--- src/rtl/stbs_pkg.sv ---
`timescale 1ns / 1ps
package stbs_pkg;

  localparam int DEPTH_DEFAULT    = 32;
  localparam int TAG_BITS_DEFAULT = 16;

  localparam int SLOT_W      = 5;
  localparam int SCORE_W     = 32;
  localparam int TAG_W       = 16;
  localparam int RANK_W      = 5;
  localparam int COUNT_W     = 6;
  localparam int CFG_IDX_W   = 2;
  localparam int CFG_DATA_W  = 6;

  localparam logic [CFG_IDX_W-1:0] CFG_ENTRY_COUNT = 2'd0;
  localparam logic [CFG_IDX_W-1:0] CFG_DESCENDING  = 2'd1;

  typedef enum logic [2:0] {
    ST_IDLE,
    ST_PASS_START,
    ST_LOAD_CARRY,
    ST_COMPARE,
    ST_PASS_END,
    ST_EMIT_READ,
    ST_EMIT_LOAD,
    ST_EMIT_WAIT
  } state_t;

endpackage

--- src/rtl/stbs_store.sv ---
`timescale 1ns / 1ps
module stbs_store #(
  parameter int DEPTH  = stbs_pkg::DEPTH_DEFAULT,
  parameter int WORD_W = stbs_pkg::SCORE_W + stbs_pkg::TAG_BITS_DEFAULT
) (
  input  logic                     clk,
  input  logic                     rst,
  input  logic                     wr_en,
  input  logic [$clog2(DEPTH)-1:0] wr_addr,
  input  logic [WORD_W-1:0]        wr_data,
  input  logic [$clog2(DEPTH)-1:0] rd_addr,
  output logic [WORD_W-1:0]        rd_data
);
  import stbs_pkg::*;

  logic [WORD_W-1:0] mem [DEPTH];
  logic [DEPTH-1:0]  written;
  logic [WORD_W-1:0] rd_word;
  logic              rd_written;

  // An entry that was never written since reset reads as zero.
  always_ff @(posedge clk) begin
    if (rst) begin
      written <= '0;
    end else if (wr_en) begin
      written[wr_addr] <= 1'b1;
    end
  end

  always_ff @(posedge clk) begin
    if (wr_en) begin
      mem[wr_addr] <= wr_data;
    end
  end

  always_ff @(posedge clk) begin
    rd_word    <= mem[rd_addr];
    rd_written <= written[rd_addr];
  end

  assign rd_data = rd_written ? rd_word : '0;

endmodule

--- src/rtl/score_tag_bubble_sorter.sv ---
`timescale 1ns / 1ps
// Channel   Signals                                   Direction  Item
// in        in_valid/in_ready, slot score tag last    in         one record write
// out       out_valid/out_ready, out_score out_tag    out        one sorted record
//           rank final_res
// cfg       cfg_valid/cfg_ready, cfg_index cfg_data   in         one register write
//
// An item without last, or with last while entry_count is zero, leaves the block idle.
// With last and n >= 2 records in use, the records are bubble sorted in passes:
// the single compare unit and the single read port of the store do one compare
// per cycle, plus a carry load and a write-back per pass. With one record in use
// the sort is skipped. Each record is then read, loaded into the output registers
// and held until out_ready takes it; cfg is always ready.
// Reset is synchronous and clears the control registers and the store (through
// per-entry written bits, so no clearing pass is needed). With records in use, the
// input is stalled from a last item until its final result has been taken.
module score_tag_bubble_sorter #(
  parameter int DEPTH    = stbs_pkg::DEPTH_DEFAULT,
  parameter int TAG_BITS = stbs_pkg::TAG_BITS_DEFAULT
) (
  input  logic                              clk,
  input  logic                              rst,
  input  logic                              in_valid,
  output logic                              in_ready,
  input  logic [stbs_pkg::SLOT_W-1:0]       slot,
  input  logic signed [stbs_pkg::SCORE_W-1:0] score,
  input  logic [stbs_pkg::TAG_W-1:0]        tag,
  input  logic                              last,
  output logic                              out_valid,
  input  logic                              out_ready,
  output logic signed [stbs_pkg::SCORE_W-1:0] out_score,
  output logic [stbs_pkg::TAG_W-1:0]        out_tag,
  output logic [stbs_pkg::RANK_W-1:0]       rank,
  output logic                              final_res,
  input  logic                              cfg_valid,
  output logic                              cfg_ready,
  input  logic [stbs_pkg::CFG_IDX_W-1:0]    cfg_index,
  input  logic [stbs_pkg::CFG_DATA_W-1:0]   cfg_data
);
  import stbs_pkg::*;

  localparam int IDX_W  = $clog2(DEPTH);
  localparam int CNT_W  = $clog2(DEPTH + 1);
  localparam int WORD_W = SCORE_W + TAG_BITS;

  // Configuration registers.
  logic [COUNT_W-1:0] entry_count;
  logic               descending;

  // Sequencer and sort registers.
  state_t             state;
  state_t             state_next;
  logic [IDX_W-1:0]   pass;
  logic [IDX_W-1:0]   k;
  logic [IDX_W-1:0]   e_idx;
  logic [WORD_W-1:0]  carry;

  // Store port signals.
  logic               wr_en;
  logic [IDX_W-1:0]   wr_addr;
  logic [WORD_W-1:0]  wr_data;
  logic [IDX_W-1:0]   rd_addr;
  logic [WORD_W-1:0]  rd_data;

  // Derived values.
  logic [31:0]        count_full;
  logic [CNT_W-1:0]   n;
  logic [IDX_W-1:0]   nm1;
  logic               slot_ok;
  logic               swap;
  logic               in_acc;

  // The number of records in use is entry_count clamped to the store depth.
  assign count_full = (32'(entry_count) > 32'(DEPTH)) ? 32'(DEPTH) : 32'(entry_count);
  assign n          = count_full[CNT_W-1:0];
  assign nm1        = IDX_W'(n - 1'b1);
  assign slot_ok    = 32'(slot) < 32'(n);
  assign in_acc     = in_valid && in_ready;
  assign cfg_ready  = 1'b1;

  // The one compare unit. rd_data holds the record just below the carried one,
  // and a swap happens only on a strict compare so equal scores keep their order.
  always_comb begin
    if (descending) begin
      swap = $signed(rd_data[SCORE_W-1:0]) < $signed(carry[SCORE_W-1:0]);
    end else begin
      swap = $signed(carry[SCORE_W-1:0]) < $signed(rd_data[SCORE_W-1:0]);
    end
  end

  stbs_store #(
    .DEPTH  (DEPTH),
    .WORD_W (WORD_W)
  ) u_store (
    .clk     (clk),
    .rst     (rst),
    .wr_en   (wr_en),
    .wr_addr (wr_addr),
    .wr_data (wr_data),
    .rd_addr (rd_addr),
    .rd_data (rd_data)
  );

  // Next state. Each pass walks from the top record down to the pass index,
  // carrying the smaller (or larger) record down like a bubble.
  always_comb begin
    state_next = state;
    case (state)
      ST_IDLE: begin
        if (in_acc && last && (n != '0)) begin
          state_next = (nm1 == '0) ? ST_EMIT_READ : ST_PASS_START;
        end
      end
      ST_PASS_START: begin
        state_next = ST_LOAD_CARRY;
      end
      ST_LOAD_CARRY: begin
        state_next = ST_COMPARE;
      end
      ST_COMPARE: begin
        if (k == pass) begin
          state_next = ST_PASS_END;
        end
      end
      ST_PASS_END: begin
        state_next = (pass == nm1) ? ST_EMIT_READ : ST_LOAD_CARRY;
      end
      ST_EMIT_READ: begin
        state_next = ST_EMIT_LOAD;
      end
      ST_EMIT_LOAD: begin
        state_next = ST_EMIT_WAIT;
      end
      ST_EMIT_WAIT: begin
        if (out_ready) begin
          state_next = final_res ? ST_IDLE : ST_EMIT_READ;
        end
      end
      default: begin
        state_next = ST_IDLE;
      end
    endcase
  end

  // Store port and handshake controls for each state.
  always_comb begin
    in_ready = 1'b0;
    wr_en    = 1'b0;
    wr_addr  = '0;
    wr_data  = '0;
    rd_addr  = '0;
    case (state)
      ST_IDLE: begin
        in_ready = 1'b1;
        wr_en    = in_valid && slot_ok;
        wr_addr  = IDX_W'(slot);
        wr_data  = {TAG_BITS'(tag), score};
      end
      ST_PASS_START: begin
        rd_addr = k;
      end
      ST_LOAD_CARRY: begin
        rd_addr = k - 1'b1;
      end
      ST_COMPARE: begin
        // The record that loses the compare settles at k; the other moves on.
        wr_en   = 1'b1;
        wr_addr = k;
        wr_data = swap ? rd_data : carry;
        rd_addr = k - 1'b1 - 1'b1;
      end
      ST_PASS_END: begin
        // The carried record lands at the bottom of this pass, and the top
        // record is fetched for the next pass.
        wr_en   = 1'b1;
        wr_addr = pass - 1'b1;
        wr_data = carry;
        rd_addr = nm1;
      end
      ST_EMIT_READ: begin
        rd_addr = e_idx;
      end
      default: begin
      end
    endcase
  end

  // Control registers.
  always_ff @(posedge clk) begin
    if (rst) begin
      state       <= ST_IDLE;
      entry_count <= '0;
      descending  <= 1'b0;
      out_valid   <= 1'b0;
    end else begin
      state <= state_next;
      if (cfg_valid && cfg_ready) begin
        case (cfg_index)
          CFG_ENTRY_COUNT: entry_count <= cfg_data[COUNT_W-1:0];
          CFG_DESCENDING:  descending  <= cfg_data[0];
          default: begin
          end
        endcase
      end
      if (state == ST_EMIT_LOAD) begin
        out_valid <= 1'b1;
      end else if (out_valid && out_ready) begin
        out_valid <= 1'b0;
      end
    end
  end

  // Sort indexes, carried record and the output register.
  always_ff @(posedge clk) begin
    case (state)
      ST_IDLE: begin
        pass  <= IDX_W'(1);
        k     <= nm1;
        e_idx <= '0;
      end
      ST_LOAD_CARRY: begin
        carry <= rd_data;
      end
      ST_COMPARE: begin
        if (!swap) begin
          carry <= rd_data;
        end
        if (k != pass) begin
          k <= k - 1'b1;
        end
      end
      ST_PASS_END: begin
        pass  <= pass + 1'b1;
        k     <= nm1;
        e_idx <= '0;
      end
      ST_EMIT_LOAD: begin
        out_score <= rd_data[SCORE_W-1:0];
        out_tag   <= TAG_W'(rd_data[WORD_W-1:SCORE_W]);
        rank      <= RANK_W'(e_idx);
        final_res <= (e_idx == nm1);
      end
      ST_EMIT_WAIT: begin
        if (out_ready) begin
          e_idx <= e_idx + 1'b1;
        end
      end
      default: begin
      end
    endcase
  end

endmodule

--- config.mk ---
export PLATFORM = sky130hd
export DESIGN_NAME = score_tag_bubble_sorter
export DESIGN_NICKNAME = d
export VERILOG_FILES = /design/src/rtl/stbs_pkg.sv /design/src/rtl/stbs_store.sv /design/src/rtl/score_tag_bubble_sorter.sv
export SDC_FILE = /design/constraint.sdc
export NUM_CORES = 2
export LEC_CHECK = 0
export ABC_AREA = 1
export BUFFER_PORTS_ARGS = -buffer_cell sky130_fd_sc_hd__buf_2
export CORE_MARGIN = 8
export CORE_UTILIZATION = 50
export DETAILED_ROUTE_END_ITERATION = 7
export GPL_TIMING_DRIVEN = 0
export PLACE_DENSITY = 0.66
export SETUP_SLACK_MARGIN = 0.1
export SLEW_MARGIN = 20
export SYNTH_ARGS = -nofsm -noshare
export SYNTH_HDL_FRONTEND = slang
export SYNTH_SLANG_ARGS = --single-unit
--- constraint.sdc ---
create_clock -name clk -period 8 [get_ports clk]
set_input_delay 0 -clock clk [delete_from_list [all_inputs] [get_ports clk]]
set_output_delay 0 -clock clk [all_outputs]
set_load 0.02 [all_outputs]
# Yosys cells after proc, flatten, opt, wreduce, memory -nomap -nowiden
# Memory sizes are Yosys's and may differ from the RTL's. A register that Yosys moved wholly into a read port is not among the register bits.
# Cells that the tools add are included.
# word_totals
ramBits	1536
mem_count	1
regBits	161
inputBits	67
word_cells	100
out_inout_bits	57
# op_classes
bitwise	1
mux	31
add_sub_neg	6
reduce_logical	23
n_eq_ne	17
n_lt_le_gt_ge	7
# memory_table
name	words	word_bits	read_ports	rd_ports_with_merged_regs	wr	line	source
u_store.mem	32	48	1	1	1	stbs_store.sv:16	logic [WORD_W-1:0] mem [DEPTH];
# ops
cell	n
48-bit two-way mux	3
48-bit case mux with 3 select lines	1
48-bit case mux with 2 select lines	1
32-bit < comparator	2
32-bit bitwise OR	1
5-bit case mux with 2 select lines	3
5-bit case mux with 5 select lines	1
3-bit case mux with 8 select lines	1
5-bit by 1-bit subtractor with 5-bit output (second input constant)	4
3-bit two-way mux	6
5-bit equality test	3
5-bit case mux with 3 select lines	1
3-bit equality test (second input constant)	4
5-bit by 6-bit < comparator with 1-bit output (second input constant)	2
5-bit by 1-bit adder with 5-bit output (second input constant)	2
5-bit two-way mux	2
2-bit != test (second input constant)	5
2-bit AND reduction	5
2-bit nonzero test	5
1-bit two-way mux	8
3-bit by 2-bit equality test with 1-bit output (second input constant)	2
6-bit greater-than comparator (second input constant)	1
1-bit logical AND	6
5-bit by 6-bit < comparator with 1-bit output	1
14 further kinds	15

# Logic depth before layout (Yosys ltp)
# depth
depth_word	7
depth_mapped	24
depth_no_buf	20

# Cells and area by module
# Synthesis repeated with hierarchy kept, for this count alone.
# hier_totals
hier_cells	6533
hier_area_um2	72429.5
# by_module_without_submodules
module	seq_area_each_um2	area_each_um2	cells_per_inst	n_inst
stbs_store	47745.8	64579.4	5575	1
score_tag_bubble_sorter	3733.6	7850.0	958	1

# Least setup slack after synthesis
# OpenSTA, ideal clock, no wires.
# synth_path
path_type	reg-to-reg
from	register pass[0]
to	memory u_store.mem[4][0] in the netlist's numbering (enable)
setup_ps	515
required_time_ps	7485
path_stages_with_launch	9
t_arrival_ps	4901
path_buffers	0
setup_slack_ps	2584
synth_period_minus_slack_ps	5416
cell_sequence	edfxtp_1 > inv_1 > ha_1 > or2_2 > a21oi_1 > a211oi_2 > inv_1 > nand3_1 > nor3_1
# synth_between
elab_chain_len	2
# synth_lines
element	line	source
start, declared	score_tag_bubble_sorter.sv:53	logic [IDX_W-1:0] pass;
start signal, assigned	score_tag_bubble_sorter.sv:233	pass <= pass + 1'b1;
5-bit by 1-bit subtractor with 5-bit output	score_tag_bubble_sorter.sv:176	wr_addr = pass - 1'b1;
5-bit case mux with 3 select lines	score_tag_bubble_sorter.sv:152	case (state)
end, declared	stbs_store.sv:16	
# Every way passes these cells.

# Final worst setup path
# layout_path
from	register u_store.rd_written
to	memory u_store.mem[5][3] in the netlist's numbering (data pin)
# layout_between
elab_chain_len	5
word_cells_on_any_way	6
classes_between	order compare (2); mux (4)
# layout_lines
element	line	source
start, declared	stbs_store.sv:19	logic rd_written;
start signal, assigned	stbs_store.sv:38	rd_written <= written[rd_addr];
48-bit two-way mux (*)	stbs_store.sv:41	assign rd_data = rd_written ? rd_word : '0;
32-bit < comparator, on equally long branches	score_tag_bubble_sorter.sv:87, score_tag_bubble_sorter.sv:85	
1-bit two-way mux	score_tag_bubble_sorter.sv:84	if (descending) begin
48-bit two-way mux (*)	score_tag_bubble_sorter.sv:169	wr_data = swap ? rd_data : carry;
48-bit case mux with 3 select lines (*)	score_tag_bubble_sorter.sv:152	
via u_store.wr_data[3]	stbs_store.sv:10	input logic [WORD_W-1:0] wr_data,
# Mark *: on every way through the listed nets, which the timed path passes. The rest lies on a longest branch.

==> flow_summary.json <==
{
  "run_status": "complete, but fails checks",
  "violations": "design-rule violations",
  "max_clock_freq_mhz": 182.9,
  "groute.layer.met2.usage_pct": 45.78,
  "worst_hold_path.num_cells": 8,
  "ys_ff_latch": 1745,
  "synth.area.top_cells": "sky130_fd_sc_hd__edfxtp_1 (66%), sky130_fd_sc_hd__nand2_1 (13%), sky130_fd_sc_hd__nand3_1 (6.7%)",
  "finalCritPeriodShare_pct": 68.36,
  "reg2reg_from": "u_store.rd_written",
  "setup.worst_path.end_class": "flop",
  "grt_start_max_net_pins": 43,
  "cts_htree_levels": 4,
  "dp_hpwl_um": 163500,
  "path_cells": "clkbuf_1 > clkbuf_1 > nand2_1 > ha_1 > nand4_1 > nor3_1 > and3_1 > nand2_1 > nand3_1 > nand3_1 > nand2_1 > buf_2 > buf_2 > nand2_1 > nand3_1 > nand2_1",
  "grt_usage_pct": 28.11,
  "hold_start": "slot[4]",
  "synthDominantCellAreaShare_pct": 65.81,
  "skew_ns": 0.05720,
  "start_util_pct": 50.36,
  "fin_hold_ws_ns": 0.1260,
  "finalWirelength_um": 235500,
  "detailedRoute.firstPassIterationCount": 8,
  "synth.most_common_cell": "sky130_fd_sc_hd__nand2_1",
  "cts_root_buf": "sky130_fd_sc_hd__clkbuf_16",
  "dieHeight_um": 404.4,
  "post_synth_instance_area_mm2": 0.07542,
  "detail_route.vias_per_cell": 5.470,
  "grt_setup_unrepaired": "no",
  "max_stage_delay_ns": 0.67,
  "clkLatencyLatePin_ns": 0.84,
  "layout-area-overhead-vs-synth_pct": 13.96,
  "busiest_layer": "met2",
  "tritoncts": "built",
  "die_area_mm2": 0.1635,
  "synth.yosys.seq_area_share_pct": 68.26,
  "netlist.top_cell.by_area": "sky130_fd_sc_hd__edfxtp_1",
  "post_synth_num_cell_types": 48,
  "timing.final.hold_violations": 0,
  "number_of_nets_in_the_layout": 7731,
  "design.core.area_mm2": 0.1498,
  "synth_nets": 7326,
  "clkSlewWorstSetupHoldPaths_ns": 0.06,
  "syn_area_cell_um2": 10.45,
  "critical-path-top-cell-by-count": "sky130_fd_sc_hd__nand2_1",
  "post_detailed_route_drc_marker_count": 2,
  "relative_slew_margins_pct": 18.39,
  "multiInputGateArea_mm2": 0.01855,
  "worst_hold_path_type": "input port to flop",
  "grt_pass1_wl_um": 335900,
  "worst_setup_path_startpoint": "u_store.rd_written",
  "worst-setup-path-type": "flop to flop",
  "tightest_slew_ns": 1.224,
  "number_of_input_and_output_port_buffers_inserted": 121,
  "met3_usage_pct": 6.288,
  "grt-ovfl-total": 0,
  "worstPathRequired_ns": 8.30,
  "r2r_setup_slack_ns": 2.53,
  "vias": 53520,
  "final_antenna_net_count": 0,
  "synth-main-ff-cell": "sky130_fd_sc_hd__edfxtp_1",
  "drt-wirelength-per-cell_um": 24.07,
  "ratio_of_cells_with_drive_above_1_in_the_final_layout_pct": 11.04,
  "synthArstFlopShare_pct": 0,
  "syn-instance-count": 7214,
  "final-seq-area_mm2": 0.05148,
  "placementRows": 142,
  "synth_enable_flop_cells": 1653,
  "post_synth_most_frequent_cells": "sky130_fd_sc_hd__nand2_1 (2,597), sky130_fd_sc_hd__edfxtp_1 (1,653), sky130_fd_sc_hd__nand3_1 (1,013), sky130_fd_sc_hd__inv_1 (924), sky130_fd_sc_hd__buf_2 (250)",
  "first_global_vias": 51265,
  "floorplan.die.width_um": 404.4,
  "cts_buffers": 176,
  "cts_buffer_depth": 3,
  "post_layout_minimum_cycle_time_ns": 5.469,
  "place_congestion": 0.9387,
  "tritoncts_num_sinks": 1745,
  "cp_data_arrival_time_ns": 5.77,
  "ff2ff_path_depth": 16,
  "detail_route.iter0.violations": 6153,
  "critical_path.max_fanout": 32,
  "globalRouteMet1Util_pct": 35.47,
  "startpoint_type": "flop",
  "nFillCells": 12316,
  "io_pins": 124,
  "crit_slowest_cell": "sky130_fd_sc_hd__nand2_1",
  "maxSlewViolCount": 0,
  "ys.warnings.count": 0,
  "antenna_found_initial": 16,
  "setup-violations-final": 0,
  "max_cap_viol_count": 0
}
-- registers in the layout (all words and copies together) (netlist names) --
register / count
state: 3
u_store.written: 32
out_score: 32
final_res: 1
out_tag: 16
rank: 5
u_store.rd_written: 1
u_store.rd_word: 48
e_idx: 5
pass: 5
out_valid: 1
u_store.mem: 1536
carry: 48
k: 5
descending: 1
entry_count: 6
-- worst paths after layout --
kind / to
max: u_store.mem[5][3]
min: u_store.written[3]
max reg2reg: u_store.mem[5][3]
min reg2reg: u_store.written[2]
-- logic make-up (layout without fill, tap and decap cells) --
kind of cell | count (synthesis) | after routing | share of synthesized area, %
AO/OA/AOI/OAI | 297 | 297 | 2.548
XOR/XNOR | 11 | 11 | 0.1477
buffers and inverters | 1320 | 1870 | 7.334
other | 1 | 6 | 0.004972
adder cells (fa/ha/maj) | 45 | 45 | 0.7465
AND/OR/NAND/NOR | 3793 | 3793 | 20.94
flip-flops | 1745 | 1745 | 68.26
multiplexers | 2 | 2 | 0.02654
-- per-stage QoR --
stage / util, % / TNS, ns / cell area, µm² / cells / worst slack [ns]
3_3_place_gp: 52.44 / -287.27 / 78550 / 9351 / -1.620
3_5_place_dp: 53.23 / 0 / 79730 / 9415 / 2.511
6_report: 57.38 / 0 / 85950 / 9785 / 2.531
5_1_grt: 57.38 / 0 / 85930 / 9780 / 2.272
2_1_floorplan: - / 0 / 75420 / 7214 / 2.584
4_1_cts: 57.35 / 0 / 85900 / 9780 / 2.485
-- repair_timing --
item,CTS,global route
buffers inserted,0,0
hold buffers,42,0
resized for setup,0,0
endpoints found under the hold margin,176,0
setup endpoints to repair,0,0
-- worst max-delay path, delay by kind of cell (launching register included) --
kind / cells / cell delay (ns)
DFF: 1 / 0.52
buffers and inverters: 4 / 1.83
and+or+nand+nor: 11 / 2.19
adders and majority gates: 1 / 0.38
-- per-layer routing --
metal  wire (µm)  up-vias
li1            -    24681
met1       87100    25253
met2      109200     2934
met3       26260      640
met4       12860       12
met5          78        -
-- area by class of cell --
type	instances	share of cell area [%]
Sequential cell	1745	59.90
Multi-Input combinational cell	4149	21.58
Clock buffer	234	5.627
Inverter	935	4.171
Tap cell	2016	2.935
Timing Repair Buffer	227	2.364
Buffer	385	2.347
Clock inverter	89	1.063
Antenna cell	5	0.01456
-- cells in the final DEF (no fill, tap or decap), types with 5 or more instances in the layout --
cell type                          n
sky130_fd_sc_hd__buf_2           371
sky130_fd_sc_hd__buf_16            8
sky130_fd_sc_hd__ha_1             45
sky130_fd_sc_hd__clkbuf_16       179
sky130_fd_sc_hd__nand2_1        2555
sky130_fd_sc_hd__nand4_1           5
sky130_fd_sc_hd__nor3_2            5
sky130_fd_sc_hd__buf_12           28
sky130_fd_sc_hd__nand2_2          45
sky130_fd_sc_hd__buf_4            79
sky130_fd_sc_hd__inv_2             8
sky130_fd_sc_hd__clkinv_2         31
sky130_fd_sc_hd__inv_16            5
sky130_fd_sc_hd__clkbuf_1         94
sky130_fd_sc_hd__inv_4            30
sky130_fd_sc_hd__diode_2           5
sky130_fd_sc_hd__clkinv_1         30
sky130_fd_sc_hd__a21oi_1          51
sky130_fd_sc_hd__nand3_1        1013
sky130_fd_sc_hd__inv_1           896
sky130_fd_sc_hd__o211ai_1        156
sky130_fd_sc_hd__nor3_1            9
sky130_fd_sc_hd__buf_6            11
sky130_fd_sc_hd__o22ai_1           5
sky130_fd_sc_hd__nand3b_1         49
sky130_fd_sc_hd__dfxtp_1          92
sky130_fd_sc_hd__dlygate4sd3_1    42
sky130_fd_sc_hd__xor2_1            7
sky130_fd_sc_hd__nor2_1           96
sky130_fd_sc_hd__clkbuf_8         15
sky130_fd_sc_hd__buf_1            19
sky130_fd_sc_hd__edfxtp_1       1653
sky130_fd_sc_hd__o21ai_0          74
sky130_fd_sc_hd__bufinv_16        13
Power is left out: the tool's default activity adds up to more than one toggle a clock period on the data nets, which glitch-free logic cannot reach.
